$ cat src/rtl/core/lightgun_pad_responder_top_assert.svh
// Assertion macros for the light-gun pad responder.
// Used by lgpr_back; expects clk_i and rst_ni in scope.
`ifndef LIGHTGUN_PAD_RESPONDER_TOP_ASSERT_SVH
`define LIGHTGUN_PAD_RESPONDER_TOP_ASSERT_SVH

// same-cycle implication
`define LGPR_ASSERT_NOW(lbl, ante, cons, msg) \
  lbl: assert property (@(posedge clk_i) disable iff (!rst_ni) (ante) |-> (cons)) \
    else $error(msg);

// next-cycle implication
`define LGPR_ASSERT_NEXT(lbl, ante, cons, msg) \
  lbl: assert property (@(posedge clk_i) disable iff (!rst_ni) (ante) |=> (cons)) \
    else $error(msg);

`endif

$ cat src/rtl/core/lgpr_pkg.sv
// Package for the light-gun pad responder: item types, reply type, codes.
// No dependencies.
package lgpr_pkg;

  localparam int unsigned REPLY_LEN = 9;
  localparam int unsigned IDX_W     = 4;
  localparam logic [IDX_W-1:0] LAST_IDX = IDX_W'(REPLY_LEN - 1);

  localparam logic [1:0] KIND_TRANSFER = 2'd0;
  localparam logic [1:0] KIND_PRESS    = 2'd1;
  localparam logic [1:0] KIND_RELEASE  = 2'd2;
  localparam logic [1:0] KIND_AXIS     = 2'd3;

  localparam logic [1:0] AXIS_X = 2'd0;
  localparam logic [1:0] AXIS_Y = 2'd1;

  localparam logic [7:0] CB_INIT_PRESS = 8'h40;
  localparam logic [7:0] CB_QUERY_MASK = 8'h41;
  localparam logic [7:0] CB_READ_DATA  = 8'h42;
  localparam logic [7:0] CB_CONFIG     = 8'h43;
  localparam logic [7:0] CB_SET_MODE   = 8'h44;
  localparam logic [7:0] CB_QUERY_MODEL= 8'h45;
  localparam logic [7:0] CB_QUERY_ACT  = 8'h46;
  localparam logic [7:0] CB_QUERY_COMB = 8'h47;
  localparam logic [7:0] CB_QUERY_MODE = 8'h4C;
  localparam logic [7:0] CB_VIB_MAP    = 8'h4D;
  localparam logic [7:0] CB_PRES_CFG   = 8'h4F;

  localparam logic [15:0] BUTTON_RESET = 16'hffff;
  localparam logic [15:0] AIM_X_RESET  = 16'h010d;
  localparam logic [15:0] AIM_Y_RESET  = 16'h0088;

  typedef struct packed {
    logic [1:0]  cmd;
    logic [7:0]  command_byte;
    logic [7:0]  param_byte;
    logic [15:0] button_mask;
    logic [1:0]  axis_select;
    logic [7:0]  axis_value;
  } in_item_t;

  typedef struct packed {
    logic [7:0] data_byte;
    logic       last_byte;
    logic       bad_command;
  } out_item_t;

  typedef struct packed {
    logic [REPLY_LEN-1:0][7:0] bytes;
    logic                      bad;
  } reply_t;

  typedef struct packed {
    logic full;
    logic empty;
  } q_stat_t;

endpackage

$ cat src/rtl/core/lgpr_front.sv
// Front end: accepts items, updates button/aim/config state, builds replies.
// Depends on lgpr_pkg.
module lgpr_front (
  input  logic              clk_i,
  input  logic              rst_ni,
  input  logic              push,
  output logic              full,
  input  lgpr_pkg::in_item_t in_item_i,
  input  lgpr_pkg::q_stat_t q_stat_i,
  output logic              q_push_o,
  output lgpr_pkg::reply_t  q_data_o
);
  import lgpr_pkg::*;

  logic [15:0] button_q, button_d;
  logic [15:0] aim_x_q, aim_x_d;
  logic [15:0] aim_y_q, aim_y_d;
  logic        cfg_q, cfg_d;
  logic        accept;
  reply_t      blank, live, rep;
  logic        arg_nz;

  assign full   = q_stat_i.full;
  assign accept = push && !q_stat_i.full;
  assign arg_nz = (in_item_i.param_byte != 8'h00);

  always_comb begin
    blank       = '0;
    blank.bytes[0] = 8'hff;
    blank.bytes[1] = 8'hf3;
    blank.bytes[2] = 8'h5a;
    live        = '0;
    live.bytes[0] = 8'hff;
    live.bytes[1] = 8'h63;
    live.bytes[2] = 8'h5a;
    live.bytes[3] = button_q[7:0];
    live.bytes[4] = button_q[15:8];
    live.bytes[5] = aim_x_q[7:0];
    live.bytes[6] = aim_x_q[15:8];
    live.bytes[7] = aim_y_q[7:0];
    live.bytes[8] = aim_y_q[15:8];

    rep = blank;
    case (in_item_i.command_byte)
      CB_INIT_PRESS: begin
        rep.bytes[5] = 8'h02;
        rep.bytes[8] = 8'h5a;
      end
      CB_QUERY_MASK, CB_SET_MODE: rep = blank;
      CB_READ_DATA: rep = live;
      CB_CONFIG: rep = cfg_q ? blank : live;
      CB_QUERY_MODEL: begin
        rep.bytes[3] = 8'h03;
        rep.bytes[4] = 8'h02;
        rep.bytes[6] = 8'h02;
        rep.bytes[7] = 8'h01;
      end
      CB_QUERY_ACT: begin
        rep.bytes[5] = 8'h01;
        if (arg_nz) begin
          rep.bytes[6] = 8'h01;
          rep.bytes[7] = 8'h01;
          rep.bytes[8] = 8'h14;
        end else begin
          rep.bytes[6] = 8'h02;
          rep.bytes[8] = 8'h0a;
        end
      end
      CB_QUERY_COMB: begin
        rep.bytes[5] = 8'h02;
        rep.bytes[7] = 8'h01;
      end
      CB_QUERY_MODE: rep.bytes[6] = arg_nz ? 8'h07 : 8'h04;
      CB_VIB_MAP: begin
        rep.bytes[5] = 8'hff;
        rep.bytes[6] = 8'hff;
        rep.bytes[7] = 8'hff;
        rep.bytes[8] = 8'hff;
      end
      CB_PRES_CFG: rep.bytes[8] = 8'h5a;
      default: begin
        rep     = '0;
        rep.bad = 1'b1;
      end
    endcase
  end

  always_comb begin
    button_d = button_q;
    aim_x_d  = aim_x_q;
    aim_y_d  = aim_y_q;
    cfg_d    = cfg_q;
    if (accept) begin
      case (in_item_i.cmd)
        KIND_TRANSFER: begin
          if (in_item_i.command_byte == CB_CONFIG) cfg_d = arg_nz;
        end
        KIND_PRESS:   button_d = button_q & ~in_item_i.button_mask;
        KIND_RELEASE: button_d = button_q | in_item_i.button_mask;
        KIND_AXIS: begin
          if (in_item_i.axis_select == AXIS_X) aim_x_d = {8'h00, in_item_i.axis_value};
          else if (in_item_i.axis_select == AXIS_Y) aim_y_d = {8'h00, in_item_i.axis_value};
        end
        default: ;
      endcase
    end
  end

  always_ff @(posedge clk_i or negedge rst_ni) begin
    if (!rst_ni) begin
      button_q <= BUTTON_RESET;
      aim_x_q  <= AIM_X_RESET;
      aim_y_q  <= AIM_Y_RESET;
      cfg_q    <= 1'b0;
    end else begin
      button_q <= button_d;
      aim_x_q  <= aim_x_d;
      aim_y_q  <= aim_y_d;
      cfg_q    <= cfg_d;
    end
  end

  assign q_push_o = accept && (in_item_i.cmd == KIND_TRANSFER);
  assign q_data_o = rep;

endmodule

$ cat src/rtl/core/lgpr_queue.sv
// Two-entry reply queue between front and back end.
// Depends on lgpr_pkg.
module lgpr_queue (
  input  logic              clk_i,
  input  logic              rst_ni,
  input  logic              push_i,
  input  lgpr_pkg::reply_t  wdata_i,
  input  logic              pop_i,
  output lgpr_pkg::reply_t  rdata_o,
  output lgpr_pkg::q_stat_t stat_o
);
  import lgpr_pkg::*;

  reply_t     mem_q [2];
  logic       wr_ptr_q, wr_ptr_d;
  logic       rd_ptr_q, rd_ptr_d;
  logic [1:0] cnt_q, cnt_d;
  logic       do_push, do_pop;

  assign stat_o.full  = (cnt_q == 2'd2);
  assign stat_o.empty = (cnt_q == 2'd0);
  assign do_push = push_i && !stat_o.full;
  assign do_pop  = pop_i && !stat_o.empty;
  assign rdata_o = mem_q[rd_ptr_q];

  always_comb begin
    wr_ptr_d = do_push ? ~wr_ptr_q : wr_ptr_q;
    rd_ptr_d = do_pop ? ~rd_ptr_q : rd_ptr_q;
    cnt_d    = cnt_q + {1'b0, do_push} - {1'b0, do_pop};
  end

  always_ff @(posedge clk_i) begin
    if (do_push) mem_q[wr_ptr_q] <= wdata_i;
  end

  always_ff @(posedge clk_i or negedge rst_ni) begin
    if (!rst_ni) begin
      wr_ptr_q <= 1'b0;
      rd_ptr_q <= 1'b0;
      cnt_q    <= 2'd0;
    end else begin
      wr_ptr_q <= wr_ptr_d;
      rd_ptr_q <= rd_ptr_d;
      cnt_q    <= cnt_d;
    end
  end

endmodule

$ cat src/rtl/core/lgpr_back.sv
// Back end: holds the current reply and sends it out one byte per item.
// Depends on lgpr_pkg and lightgun_pad_responder_top_assert.svh.
module lgpr_back (
  input  logic               clk_i,
  input  logic               rst_ni,
  input  lgpr_pkg::q_stat_t  q_stat_i,
  input  lgpr_pkg::reply_t   q_data_i,
  output logic               q_pop_o,
  output logic               empty,
  input  logic               pop,
  output lgpr_pkg::out_item_t out_item_o
);
  import lgpr_pkg::*;
  `include "lightgun_pad_responder_top_assert.svh"

  reply_t           cur_q, cur_d;
  logic             valid_q, valid_d;
  logic [IDX_W-1:0] idx_q, idx_d;
  logic             fire, is_last, load;

  assign is_last = cur_q.bad || (idx_q == LAST_IDX);
  assign fire    = pop && valid_q;
  assign load    = (!valid_q || (fire && is_last)) && !q_stat_i.empty;
  assign q_pop_o = load;

  always_comb begin
    cur_d   = cur_q;
    valid_d = valid_q;
    idx_d   = idx_q;
    if (load) begin
      cur_d   = q_data_i;
      valid_d = 1'b1;
      idx_d   = '0;
    end else if (fire) begin
      if (is_last) valid_d = 1'b0;
      else idx_d = idx_q + 1'b1;
    end
  end

  always_ff @(posedge clk_i) begin
    cur_q <= cur_d;
  end

  always_ff @(posedge clk_i or negedge rst_ni) begin
    if (!rst_ni) begin
      valid_q <= 1'b0;
      idx_q   <= '0;
    end else begin
      valid_q <= valid_d;
      idx_q   <= idx_d;
    end
  end

  assign empty                  = !valid_q;
  assign out_item_o.data_byte   = cur_q.bytes[idx_q];
  assign out_item_o.last_byte   = is_last;
  assign out_item_o.bad_command = cur_q.bad;

  `LGPR_ASSERT_NOW(a_idx_range, valid_q, idx_q <= LAST_IDX, "byte index out of range")
  `LGPR_ASSERT_NOW(a_bad_single, valid_q && cur_q.bad, idx_q == '0, "error reply past first item")
  `LGPR_ASSERT_NEXT(a_stall_hold, valid_q && !pop, valid_q && $stable(idx_q), "stalled reply moved")

endmodule

$ cat src/rtl/core/lightgun_pad_responder_top.sv
// Light-gun pad responder, device side of a serial pad command protocol.
// Queue-style input (push/full) and result (empty/pop) channels.
// Input items: transfers (command byte + argument) produce a nine-item
// reply, the ninth marked by last_byte; an unhandled command byte produces
// one item with bad_command and last_byte set. Press, release and axis
// items update the button word or aim values and produce no result.
// State updates and reply contents are fixed when the item is accepted.
// When the back end is free, a reply is written into the reply queue and is
// then loaded into the back end's current-reply register, from which its first
// item can be taken. The back end sends one reply item per cycle while the
// receiver pops; state items are taken one per cycle while the two-entry reply
// queue has room.
// When the receiver stalls, the current item holds; full rises once two
// replies wait behind the one being sent.
// Reset: buttons all released (0xffff), aim X 0x010d, aim Y 0x0088,
// config mode off, queue and output empty.
// Depends on lgpr_pkg, lgpr_front, lgpr_queue, lgpr_back.
module lightgun_pad_responder_top (
  input  logic                clk_i,
  input  logic                rst_ni,
  input  logic                push,
  output logic                full,
  input  lgpr_pkg::in_item_t  in_item_i,
  output logic                empty,
  input  logic                pop,
  output lgpr_pkg::out_item_t out_item_o
);
  import lgpr_pkg::*;

  q_stat_t q_stat;
  reply_t  q_wdata, q_rdata;
  logic    q_push, q_pop;

  lgpr_front u_front (
    .clk_i     (clk_i),
    .rst_ni    (rst_ni),
    .push      (push),
    .full      (full),
    .in_item_i (in_item_i),
    .q_stat_i  (q_stat),
    .q_push_o  (q_push),
    .q_data_o  (q_wdata)
  );

  lgpr_queue u_queue (
    .clk_i   (clk_i),
    .rst_ni  (rst_ni),
    .push_i  (q_push),
    .wdata_i (q_wdata),
    .pop_i   (q_pop),
    .rdata_o (q_rdata),
    .stat_o  (q_stat)
  );

  lgpr_back u_back (
    .clk_i      (clk_i),
    .rst_ni     (rst_ni),
    .q_stat_i   (q_stat),
    .q_data_i   (q_rdata),
    .q_pop_o    (q_pop),
    .empty      (empty),
    .pop        (pop),
    .out_item_o (out_item_o)
  );

endmodule

$ cat config.mk
export PLATFORM = sky130hd
export DESIGN_NAME = lightgun_pad_responder_top
export DESIGN_NICKNAME = d
export VERILOG_FILES = /design/src/rtl/core/lgpr_pkg.sv /design/src/rtl/core/lgpr_front.sv /design/src/rtl/core/lgpr_queue.sv /design/src/rtl/core/lgpr_back.sv /design/src/rtl/core/lightgun_pad_responder_top.sv
export VERILOG_INCLUDE_DIRS = /design/src /design/src/rtl/core
export SDC_FILE = /design/constraint.sdc
export NUM_CORES = 1
export LEC_CHECK = 0
export BUFFER_PORTS_ARGS = -buffer_cell sky130_fd_sc_hd__clkbuf_2
export CAP_MARGIN = 20
export CORE_MARGIN = 4
export CORE_UTILIZATION = 40
export DETAILED_ROUTE_END_ITERATION = 6
export GPL_ROUTABILITY_DRIVEN = 1
export GPL_TIMING_DRIVEN = 0
export PLACE_DENSITY_LB_ADDON = 0.2
export RECOVER_POWER = 100
export SLEW_MARGIN = 40
export SYNTH_ARGS = -nofsm -noshare
export SYNTH_HDL_FRONTEND = slang
export SYNTH_SLANG_ARGS = --single-unit
$ cat constraint.sdc
create_clock -name clk_i -period 7.5 [get_ports clk_i]
set_input_delay 0.75 -clock clk_i [delete_from_list [all_inputs] [get_ports clk_i]]
set_output_delay 0.75 -clock clk_i [all_outputs]
set_load 0.02 [all_outputs]
# Word-level counts from Yosys, hierarchy flattened
# Memories as Yosys holds them, arrays and structs flattened. A register that Yosys moved wholly into a read port is not among the register bits.
# Index checks and enable logic that the tools add are counted.
# W data, S select, Z words.
[classes]
addsub = 3
magnitude_cmp = 1
eq_ne = 18
mux = 22
bitwise_logic = 6
reduce_logical = 29
[ops]
columns = ["op", "n"]
rows = [
  ["$eq A8 B7 Y1 const B", 11],
  ["$pmux W8 S5", 2],
  ["$pmux W25 S3", 1],
  ["$mux W65", 1],
  ["$pmux W16 S3", 1],
  ["$pmux W8 S6", 1],
  ["$bmux W8 S4", 1],
  ["$pmux W16 S2", 1],
  ["$pmux W8 S4", 1],
  ["$and A16 B16 Y16", 1],
  ["$not A16 Y16", 1],
  ["$or A16 B16 Y16", 1],
  ["$mux W4", 3],
  ["$reduce_or A9 Y1", 1],
  ["$mux W8", 1],
  ["$reduce_bool A8 Y1", 1],
  ["$logic_and A1 B1 Y1", 7],
  ["$eq A2 B2 Y1 const B", 3],
  ["$logic_not A2 Y1", 3],
  ["$mux W1", 6],
  ["$reduce_and A2 Y1", 3],
  ["$reduce_and A3 Y1", 2],
  ["$reduce_bool A2 Y1", 3],
  ["$reduce_or A2 Y1", 3],
  ["other kinds (13)", 20],
]
[totals]
regBits = 43
ramBits = 146
elab_cells = 89
mem_count = 1
[mem_list]
columns = ["memory", "words", "word_bits", "read_ports", "rd_clocked_by_memory_dff", "write_ports", "line_no", "text"]
rows = [
  ["u_queue.mem_q", 2, 73, 1, 1, 1, "lgpr_queue.sv:14", "reply_t mem_q [2];"],
]

# Depth between registers and ports, before layout
# Gate-level depths: netlist of the first run.
[logic_depth]
ltp_word = 7
ltp_mapped = 10
ltp_nobuf = 9

# By module
# Synthesis of the first run repeated with hierarchy kept, for this count alone.
[unflattened]
hier_cells = 642
hier_area_um2 = 11099.4
[by_module_without_submodules]
columns = ["mod", "n_inst", "cells_per_inst", "area_each_um2", "seq_area_each_um2"]
rows = [
  ["lgpr_queue", 1, 245, 5713.0, 4484.3],
  ["lgpr_back", 1, 179, 3193.1, 2317.2],
  ["lgpr_front", 1, 218, 2193.4, 878.3],
]

# Least setup slack after synthesis of the first run
# Ideal clock, no wire load.
[synth_path]
kind = "reg-to-reg"
start = "register u_back.idx_q[0]"
end = "register u_queue.cnt_q[1]"
arrival_ns = 4.230
required_time_ns = 7.420
setup_slack_ns = 3.190
path_stages_with_launch = 11
path_buffers = 1
period_less_slack_ns = 4.310
cell_sequence = "dfrtp_1 -> buf_2 -> inv_1 -> ha_1 -> a21oi_1 -> a21oi_1 -> ha_1 -> inv_1 -> ha_1 -> xnor2_1 -> xnor2_1"
[synth_via]
elab_chain_len = 7
[synth_lines]
columns = ["element", "line_no", "text"]
rows = [
  ["start, declared", "lgpr_back.sv:18", "logic [IDX_W-1:0] idx_q, idx_d;"],
  ["start signal, assigned", "lgpr_back.sv:50", "idx_q <= idx_d;"],
  ["$eq A4 B4 Y1", "lgpr_back.sv:21", "assign is_last = cur_q.bad || (idx_q == LAST_IDX);"],
  ["$logic_or A1 B1 Y1", "lgpr_back.sv:21", ""],
  ["$logic_and A1 B1 Y1", "lgpr_back.sv:23", "assign load = (!valid_q || (fire && is_last)) && !q_stat_i.empty;"],
  ["$logic_or A1 B1 Y1", "lgpr_back.sv:23", ""],
  ["$logic_and A1 B1 Y1", "lgpr_back.sv:23", ""],
  ["named net q_pop", "lightgun_pad_responder_top.sv:32", "logic q_push, q_pop;"],
  ["$logic_and A1 B1 Y1", "lgpr_queue.sv:23", "assign do_pop = pop_i && !stat_o.empty;"],
  ["$sub A2 B1 Y2", "lgpr_queue.sv:29", "cnt_d = cnt_q + {1'b0, do_push} - {1'b0, do_pop};"],
  ["named net u_queue.cnt_d[1]", "lgpr_queue.sv:17", "logic [1:0] cnt_q, cnt_d;"],
  ["end signal, assigned", "lgpr_queue.sv:44", "cnt_q <= cnt_d;"],
  ["end, declared", "lgpr_queue.sv:17", ""],
]
# The timed path passes the listed nets, and every way through them passes these cells.
# A chain may end at the register's enable or synchronous reset.

# Worst setup path in the final report of the first run
[layout_path]
start = "register u_back.idx_q[0]"
end = "register u_back.cur_q[60] (netlist name)"
[layout_via]
elab_chain_len = 5
[layout_lines]
columns = ["element", "line_no"]
rows = [
  ["$eq A4 B4 Y1", "lgpr_back.sv:21"],
  ["$logic_or A1 B1 Y1", "lgpr_back.sv:21"],
  ["$logic_and A1 B1 Y1", "lgpr_back.sv:23"],
  ["$logic_or A1 B1 Y1", "lgpr_back.sv:23"],
  ["$logic_and A1 B1 Y1", "lgpr_back.sv:23"],
  ["named net q_pop", "lightgun_pad_responder_top.sv:32"],
]
# The timed path passes the listed nets, and every way through them passes these cells.

==> run metrics, run 1 <==
DRT Pass-1 Iters=4; floorplan row count=49; Final Skew=0.008363 ns; R2R cell count=8; Hold Crit Start=u_queue.wr_ptr_q; most common cell after layout, fill and taps aside=edfxtp_1; flop and latch count out of synthesis=172; Synth area leaders=edfxtp_1 (53%), mux2_2 (12%), dfstp_2 (7.9%); initial core utilization=40.70%; commonest non-fill, non-tap cells in the layout=edfxtp_1 (129), mux2_2 (72), clkbuf_1 (45); H-tree Lvls=4; post-synthesis net count=535; DRT iter0 DRCs=197; largest net degree at the start of global routing=44; GRT Total Usage=15.45%; die area=20570 um^2; PD cells=347.7 nW/um^2; I/O Pins=60; Hold Path Cell Cnt=1; Critical Path AT=4.45 ns; core area=18020 um^2; HP Class=reg2reg; clock sink count=172; Netlist Area Pre-Place=7336 um^2; drt total wl=14910 um; hold bufs inserted after CTS=0; async set-or-reset flop fraction in the synthesized netlist=25.00%; CTS tree=built; Final setup viols=0; first-pass GRT wire length=23940 um; post-synth top area share=52.81%; DRC viols=0; CP startpoint kind=flop; final hold violations=0; ANT nets after route=0; Final period util=58.60%; Vias/cell=5.139; Skew-Pair Late Insertion Delay=0.42 ns; worst hold slack=0.4878 ns; Post-synth EDFFs=129; post-synthesis sequential area ratio=67.85%; FF-to-FF Start=u_back.idx_q[0]; CTS root buf=clkbuf_16; initial antenna violation count=0; area grow syn2layout=16.25%; Top FF cell, synth=edfxtp_1; Worst Hold End=u_queue.wr_ptr_q; CP Launch Point=u_back.idx_q[0]; GRT overflow=0; FF-to-FF End=u_back.cur_q[60]; Critical Path Sink Type=flop; area leader, netlist=edfxtp_1; vias=4142; RSZ-0062 raised after global routing=false; failing checks=capacitance limit, slew limit; Die W=143.4 um; DIE HEIGHT=143.4 um; actual slew at the worst max-slew pin=2.641 ns; Worst VDD drop=0.1780 mV; status=finished, violations left; Achievable Freq=227.5 MHz; HPWL after DPL=10370 um; Worst slew margin=-76.09%; Mean Syn Cell Area=15.28 um^2; R2R Setup Slk=3.11 ns; Post-CTS Resized=0; Yosys cell types=55; Max Slew Vio Count=83; Post-CTS Repair Setup Buffers=0; Critical Path RT=7.56 ns; leakage=3.263 nW; total negative slack=0 ns; Port Buf Inserts=58; CTS buffer count=17; Reg clk slew, reported paths=0.06 ns; Longest Clk Path Bufs=2; Placer Congestion=0.8763; nets@finish=618; share of cells above drive strength 1=30.90%; vias in the first global route=4506; post-synthesis cell count=480; Crit Path Class=reg2reg; Max FO, Critical Path=18; Yosys Warn Count=0; routed len/inst=18.50 um; max-cap violations=2; fin crit period=4.395 ns
## critical path, stage by stage (launching register included)
cell and delay, ns:
dfrtp_1 0.45, clkbuf_1 0.31, inv_1 0.29, ha_1 0.25
a21oi_1 0.10, a21oi_1 0.78, clkbuf_1 0.80, clkbuf_1 0.52
clkbuf_1 0.50
## cell type report
class                      count  area (um^2)
buffer                        30        122.6
fill                        1608         9497
sequential                   172         4977
clock inverter                15        226.5
tap                          229        286.5
multi-input combinational    265         2145
clock buffer                  17        425.4
inverter                      13        48.80
antenna                        1        2.502
timing repair buffer          64        294.0
## per-stage QoR
stage	setup slack [ns]	power, mW	util (%)	area (um^2)	std cells
2_1_floorplan	3.190	1.813	-	7336	480
3_3_place_gp	1.760	2.022	43.90	7913	767
3_5_place_dp	4.641	2.060	44.59	8036	773
4_1_cts	4.294	3.028	48.20	8688	805
5_1_grt	2.717	3.100	47.30	8526	805
6_report	3.105	2.965	47.31	8528	806
## synthesized netlist by cell type (5+ instances only)
library cell and instances:
nand3_1 9, and2_1 16, dfstp_2 22, dfrtp_1 21, a21o_1 16, and3_1 6
o21ai_0 5, a211oi_1 5, inv_1 13, buf_2 8, edfxtp_1 129, nor2_1 5
mux2_2 78, nor2b_1 7, ha_1 7, mux2i_1 5, nand2_1 35, a21oi_1 11
clkbuf_1 17
## logic make-up (layout without fill, tap and decap cells)
family,after synthesis,in the layout,share of synthesized area [%]
adders and majority gates,7,7,1.194
xor gates and xnor gates,6,6,0.7164
other,0,1,0
and+or+nand+nor,105,105,8.068
AOI/OAI and AO/OA,60,60,5.850
DFF,172,172,67.85
muxes,87,87,13.88
buffers and inverters,43,139,2.439
## report_power, final
part	switching, mW	total [mW]	leakage [nW]	internal (mW)
Clock	0.347	0.965	0.315	0.618
Combinational	0.366	0.632	1.25	0.266
Sequential	0.0856	1.37	1.70	1.28
Total	0.799	2.96	3.26	2.17
## worst max-delay path by stage
stage	endpoint	slack, ns	cells past startpoint
floorplan	u_queue.cnt_q[1]	3.19	10
global placement	u_queue.cnt_q[1]	1.76	10
detailed placement	u_queue.mem_q[0][32]	4.64	8
CTS	out_item_o[8]	4.29	7
global route	u_back.cur_q[40]	2.72	8
finish	u_back.cur_q[60]	3.11	8
## sequential cells by signal (all words and copies together) (netlist names), named ones only
register / flops
u_back.valid_q: 1
u_back.idx_q: 4
u_queue.rd_ptr_q: 1
u_queue.wr_ptr_q: 1
u_back.cur_q: 42
u_front.cfg_q: 1
u_front.aim_y_q: 8
u_queue.cnt_q: 2
u_back.out_item_o: 1
u_queue.mem_q: 86
u_front.aim_x_q: 9
## layer usage
metal	GRT usage [%]	wire length, um
met1	20.07	6607
met2	25.79	7493
met3	3.461	589
met4	5.154	216
met5	0	0
No activity file was read; power rests on OpenSTA's default activity.
==> inputs of run 2 (changes only) <==
Settings changed: ABC_AREA set to 1.
Clock period 7.5 ns to 4.35 ns, I/O delays scaled along.
==> run metrics, run 2 <==
status=finished, violations left; failing checks=capacitance limit, slew limit; Crit Path Class=reg2out; DIE HEIGHT=144.9 um (+1.0%); floorplan row count=49 (unchanged); Netlist Area Pre-Place=7493 um^2 (+2.1%); initial core utilization=41.15% (+0.45 points); Longest Clk Path Bufs=2 (unchanged); core area=18210 um^2 (+1.0%); Max FO, Critical Path=10 (-8); DRT Pass-1 Iters=5 (+1); most frequent cell after synthesis=nand2_1; CP startpoint kind=flop; Final period util=70.02%; initial antenna violation count=0 (unchanged); Max Slew Vio Count=44 (-47%); max reg flops=86 (unchanged); GRT Total Usage=16.00% (+0.56 points); Critical Path RT=3.91 ns (-3.65 ns); vias in the first global route=4745 (+5.3%); CTS root buf=clkbuf_16; Post-CTS Resized=0 (unchanged); fin util=47.14% (-0.17 points); final hold violations=0 (unchanged); Achievable Freq=328.3 MHz; H-tree Lvls=4 (unchanged); async set-or-reset flop fraction in the synthesized netlist=25.00% (unchanged); Worst slew margin=-60.23% (+16 points); Final Skew=0.01423 ns (+0.005864 ns); hold bufs inserted after CTS=0 (unchanged); Critical Path AT=2.61 ns (-1.84 ns); post-synthesis sequential area ratio=66.42% (-1.4 points); HP Class=in2reg; Synth area leaders=edfxtp_1 (52%), nand2_1 (15%), dfstp_2 (7.7%); nets@finish=882 (+43%); R2R cell count=6 (-2); Post-CTS Repair Setup Buffers=0 (unchanged); top flop regs=u_queue.mem_q (86), u_back.cur_q (42), u_front.aim_x_q (9); CTS tree=built; post-synthesis cell count=745 (+55%); HPWL after DPL=11450 um (+10%); Die W=144.9 um (+1.0%); post-synthesis net count=800 (+50%); routed len/inst=14.74 um (-20%); PD cells=580.3 nW/um^2 (+67%); CP Launch Point=u_back.idx_q[1]; Post-synth EDFFs=129 (unchanged); ANT nets after route=0 (unchanged); Critical Path Sink Type=primary output; Skew-Pair Late Insertion Delay=0.42 ns (about the same); flop and latch count out of synthesis=172 (unchanged); drt total wl=15750 um (+5.7%); R2R Setup Slk=1.36 ns (-1.75 ns); FF-to-FF Start=u_queue.cnt_q[1]; I/O Pins=60 (unchanged); DRT iter0 DRCs=366 (+86%); Mean Syn Cell Area=10.06 um^2 (-34%); leakage=3.784 nW (+16%); area grow syn2layout=14.56%; area leader, netlist=edfxtp_1; Worst VDD drop=0.3222 mV (+81%); Vias/cell=4.687 (-8.8%); clock sink count=172 (unchanged); Worst Setup EP=out_item_o[2]; GRT overflow=0 (unchanged); Most flops, register=u_queue.mem_q; share of cells above drive strength 1=13.69% (-17 points); max-cap violations=1 (-1); largest net degree at the start of global routing=45 (+2.3%); total negative slack=0 ns (unchanged); Yosys cell types=30 (-45%); Reg clk slew, reported paths=0.06 ns (about the same); most common cell after layout, fill and taps aside=nand2_1; RSZ-0062 raised after global routing=false; Top FF cell, synth=edfxtp_1; Yosys Warn Count=0 (unchanged); actual slew at the worst max-slew pin=2.403 ns (-0.2380 ns); vias=5010 (+21%); die area=20990 um^2 (+2.0%); FF-to-FF End=u_queue.mem_q[0][38]; n_diodes=0 (-1); post-synth top area share=51.69% (-1.1 points); fin crit period=3.046 ns; Placer Congestion=0.8622 (-1.6%); first-pass GRT wire length=25250 um (+5.5%); commonest non-fill, non-tap cells in the layout=nand2_1 (296), edfxtp_1 (129), inv_1 (64); Port Buf Inserts=59 (+1.7%); synth cell count leaders=nand2_1 (294), edfxtp_1 (129), inv_1 (63); Placed Instances=1037 (+34%); Finished Layout Cells=1069 (+33%); Final setup viols=0 (unchanged); DRC viols=0 (unchanged); CTS buffer count=17 (unchanged)
run 2: cell count changes after synthesis, sizes merged, moves of 6 or more:
cell / previous run / this run
and2: 16 / 1
nand3: 9 / 48
nand2: 35 / 298
clkbuf: 17 / 10
mux2: 78 / 0
a21o: 16 / 0
o21ai: 5 / 47
nor2b: 7 / 0
and3: 6 / 0
inv: 13 / 68
nor2: 5 / 53
run 2: where the power goes:
| group | switching, mW | internal (mW) | total (mW) |
|---|---|---|---|
| logic | 0.888 | 0.358 | 1.25 |
| clock network | 0.576 | 0.814 | 1.39 |
| registers | 0.141 | 2.20 | 2.35 |
| total | 1.61 | 3.38 | 4.98 |
run 2: routing by layer:
metal	global-route usage (%)	vias up	wire, um
li1	-	2597	-
met1	22.85	2301	7671
met2	24.81	101	7189
met3	3.549	11	693
met4	4.467	0	199
met5	0	-	0
run 2: critical path, cell delays in order (launching register included):
cell      delay (ns)
dfrtp_1         0.35
clkbuf_1        0.37
nand2_1         0.21
inv_1           0.18
clkbuf_1        0.41
nand2_1         0.10
a21oi_1         0.19
o21ai_1         0.09
nand2_1         0.08
clkbuf_1        0.23
run 2: logic make-up (layout without fill, tap and decap cells):
group	Yosys count	count (layout)	share of synthesized area, %
simple gates	407	407	22.32
flops	172	172	66.42
buf+inv	95	190	5.443
compound gates	58	58	3.941
fa+ha+maj	7	7	1.169
xor+xnor	6	6	0.7013
run 2: cell type report:
class | instances | area [um^2]
fill | 1705 | 9624
sequential | 172 | 4977
multi-input combinational | 478 | 2061
clock buffer | 24 | 471.7
timing repair buffer | 63 | 344.1
tap | 229 | 286.5
inverter | 68 | 257.7
buffer | 27 | 116.4
clock inverter | 8 | 70.07
run 2: metrics by stage:
step,hold slack (ns),cell area [um^2],power (mW),setup WS [ns]
after floorplan,0.1394,7493,3.192,1.303
after global routing,0.2252,8584,5.306,0.9974
final,0.2210,8584,4.982,1.304
after CTS,0.09340,8747,5.094,1.828
after detailed placement,0.4753,8205,3.699,1.839
after global placement,0.4695,8075,3.655,-0.1113
run 2: how the worst min path moves through the flow:
| stage | from | to | depth (start not counted) |
|---|---|---|---|
| 6_report | in_item_i[7] | u_front.aim_y_q[7] | 3 |
| 5_1_grt | in_item_i[7] | u_front.aim_y_q[7] | 3 |
| 2_1_floorplan | rst_ni | u_back.idx_q[0] | 0 |
| 3_3_place_gp | flop | flop | 2 |
| 3_5_place_dp | u_front.aim_y_q[7] | u_front.aim_y_q[7] | 2 |
| 4_1_cts | rst_ni | u_queue.rd_ptr_q | 1 |
==> inputs of run 3 (changes only) <==
Clock period 4.35 ns to 2.9 ns, I/O delays scaled along.
==> run metrics, run 3 (same netlist as run 2, synthesis figures left out) <==
ANT nets after route=0 (unchanged); GRT Total Usage=16.00% (unchanged); Die W=144.9 um (unchanged); final hold violations=0 (unchanged); core area=18210 um^2 (unchanged); Worst VDD drop=0.4828 mV (+50%); Crit Path Class=reg2out; Achievable Freq=391.3 MHz; Reg clk slew, reported paths=0.06 ns (about the same); die area=20990 um^2 (unchanged); area grow syn2layout=14.68%; clock sink count=172 (unchanged); commonest non-fill, non-tap cells in the layout=nand2_1 (295), edfxtp_1 (129), inv_1 (64); fin util=47.19% (+0.048 points); Port Buf Inserts=59 (unchanged); fillers=1701 (-0.23%); Finished Layout Cells=1070 (+0.094%); DRT iter0 DRCs=352 (-3.8%); Skew-Pair Late Insertion Delay=0.41 ns (about the same); nets@finish=883 (+0.11%); PD cells=871.7 nW/um^2 (+50%); Critical Path RT=2.61 ns (-1.30 ns); Final Skew=0.009960 ns (-0.004267 ns); most common cell after layout, fill and taps aside=nand2_1; Vias/cell=4.737 (+1.1%); DRC viols=0 (unchanged); drt total wl=15780 um (+0.15%); HP Class=in2reg; share of cells above drive strength 1=14.86% (+1.2 points); Worst path max stage delay=0.40 ns (about the same); Most flops, register=u_queue.mem_q; Final setup viols=0 (unchanged); cell chain of the critical path=buf_4 -> nand2_2 -> inv_1 -> clkbuf_1 -> nand2_1 -> a21oi_1 -> o21ai_0 -> nand2_1 -> clkbuf_1; HPWL after DPL=11450 um (unchanged); CTS root buf=clkbuf_16; CTS tree=built; first-pass GRT wire length=25250 um (unchanged); Final period util=88.12%; Post-CTS Resized=0 (unchanged); CTS buffer count=17 (unchanged); max-cap violations=0 (-1); floorplan row count=49 (unchanged); vias=5069 (+1.2%); n_diodes=0 (unchanged); Worst slew margin=23.81% (+84 points); Slowest cell on crit path=clkbuf_1; Critical Path Sink Type=primary output; GRT overflow=0 (unchanged); top flop regs=u_queue.mem_q (86), u_back.cur_q (42), u_front.aim_x_q (9); CP startpoint kind=flop; Max FO, Critical Path=10 (unchanged); H-tree Lvls=4 (unchanged); RSZ-0062 raised after global routing=false; largest net degree at the start of global routing=45 (unchanged); Max Slew Vio Count=0 (-100%); crit-path leading delay family=buffers and inverters; Buf+Inv Stages, Crit Path=4 (unchanged); Longest Clk Path Bufs=2 (unchanged); I/O Pins=60 (unchanged); initial antenna violation count=0 (unchanged); Placed Instances=1037 (unchanged); actual slew at the worst max-slew pin=1.143 ns (-1.261 ns); routed len/inst=14.74 um (about the same); status=finished, final reports clean; max reg flops=86 (unchanged); Post-CTS Repair Setup Buffers=0 (unchanged); leakage=3.804 nW (+0.55%); vias in the first global route=4745 (unchanged); initial core utilization=41.15% (unchanged); fin crit period=2.555 ns; DIE HEIGHT=144.9 um (unchanged); DRT Pass-1 Iters=5 (unchanged); Placer Congestion=0.8622 (unchanged); Critical Path AT=2.27 ns (-0.34 ns)
## run 3: worst paths after layout
kind	startpoint	slack, ns	cells after the start	to
max in group asynchronous	rst_ni	1.55	2	u_front.cfg_q
min in group asynchronous	rst_ni	0.61	2	u_queue.cnt_q[0]
min	in_item_i[7]	0.08	3	u_front.aim_y_q[7]
min reg2reg	flop	0.48	2	flop
max reg2reg	u_queue.cnt_q[1]	0.36	7	u_queue.mem_q[1][37]
max	u_back.idx_q[1]	0.34	9	out_item_o[7]
## run 3: timing repair
item	in CTS	in global routing
endpoints found under the setup margin	0	0
hold endpoints to repair	21	0
hold buffers	1	0
## run 3: power by group
| part | switching, mW | leakage, nW | internal [mW] | total [mW] |
|---|---|---|---|---|
| Sequential | 0.214 | 1.72 | 3.31 | 3.52 |
| Clock | 0.867 | 0.265 | 1.22 | 2.09 |
| Combinational | 1.33 | 1.82 | 0.548 | 1.88 |
| Total | 2.42 | 3.80 | 5.07 | 7.49 |
## run 3: final cells by class
class	instances	area [um^2]	area share (%)
Sequential cell	172	4977	57.92
Multi-Input combinational cell	478	2068	24.07
Clock buffer	24	471.7	5.489
Timing Repair Buffer	64	341.6	3.975
Tap cell	229	286.5	3.334
Inverter	68	257.7	2.999
Buffer	27	120.1	1.398
Clock inverter	8	70.07	0.8154
## run 3: routing by layer
metal  vias to the layer above  wire (um)  GRT usage [%]
met5                         -          0              0
met4                         0        233          4.467
met3                        16        700          3.549
met2                       111       7183          24.81
met1                      2344       7657          22.85
li1                       2598          -              -
## run 3: stage by stage
| stage | worst slack (ns) | instance area [um^2] | hold WS [ns] | power [mW] | setup TNS [ns] |
|---|---|---|---|---|---|
| finish | 0.3445 | 8593 | 0.07812 | 7.491 | 0 |
| global route | 0.1233 | 8593 | 0.08021 | 7.974 | 0 |
| CTS | 0.3777 | 8757 | 0.06307 | 7.642 | 0 |
| detailed placement | 0.3890 | 8205 | 0.3908 | 5.548 | 0 |
| global placement | -1.561 | 8075 | 0.4695 | 5.482 | -132.63 |
| floorplan | -0.1466 | 7493 | -0.005591 | 4.789 | -12.61 |
## run 3: tightest hold or removal path, stage by stage
cell and delay [ns]:
clkbuf_2 0.08, inv_1 0.05, o21ai_1 0.06
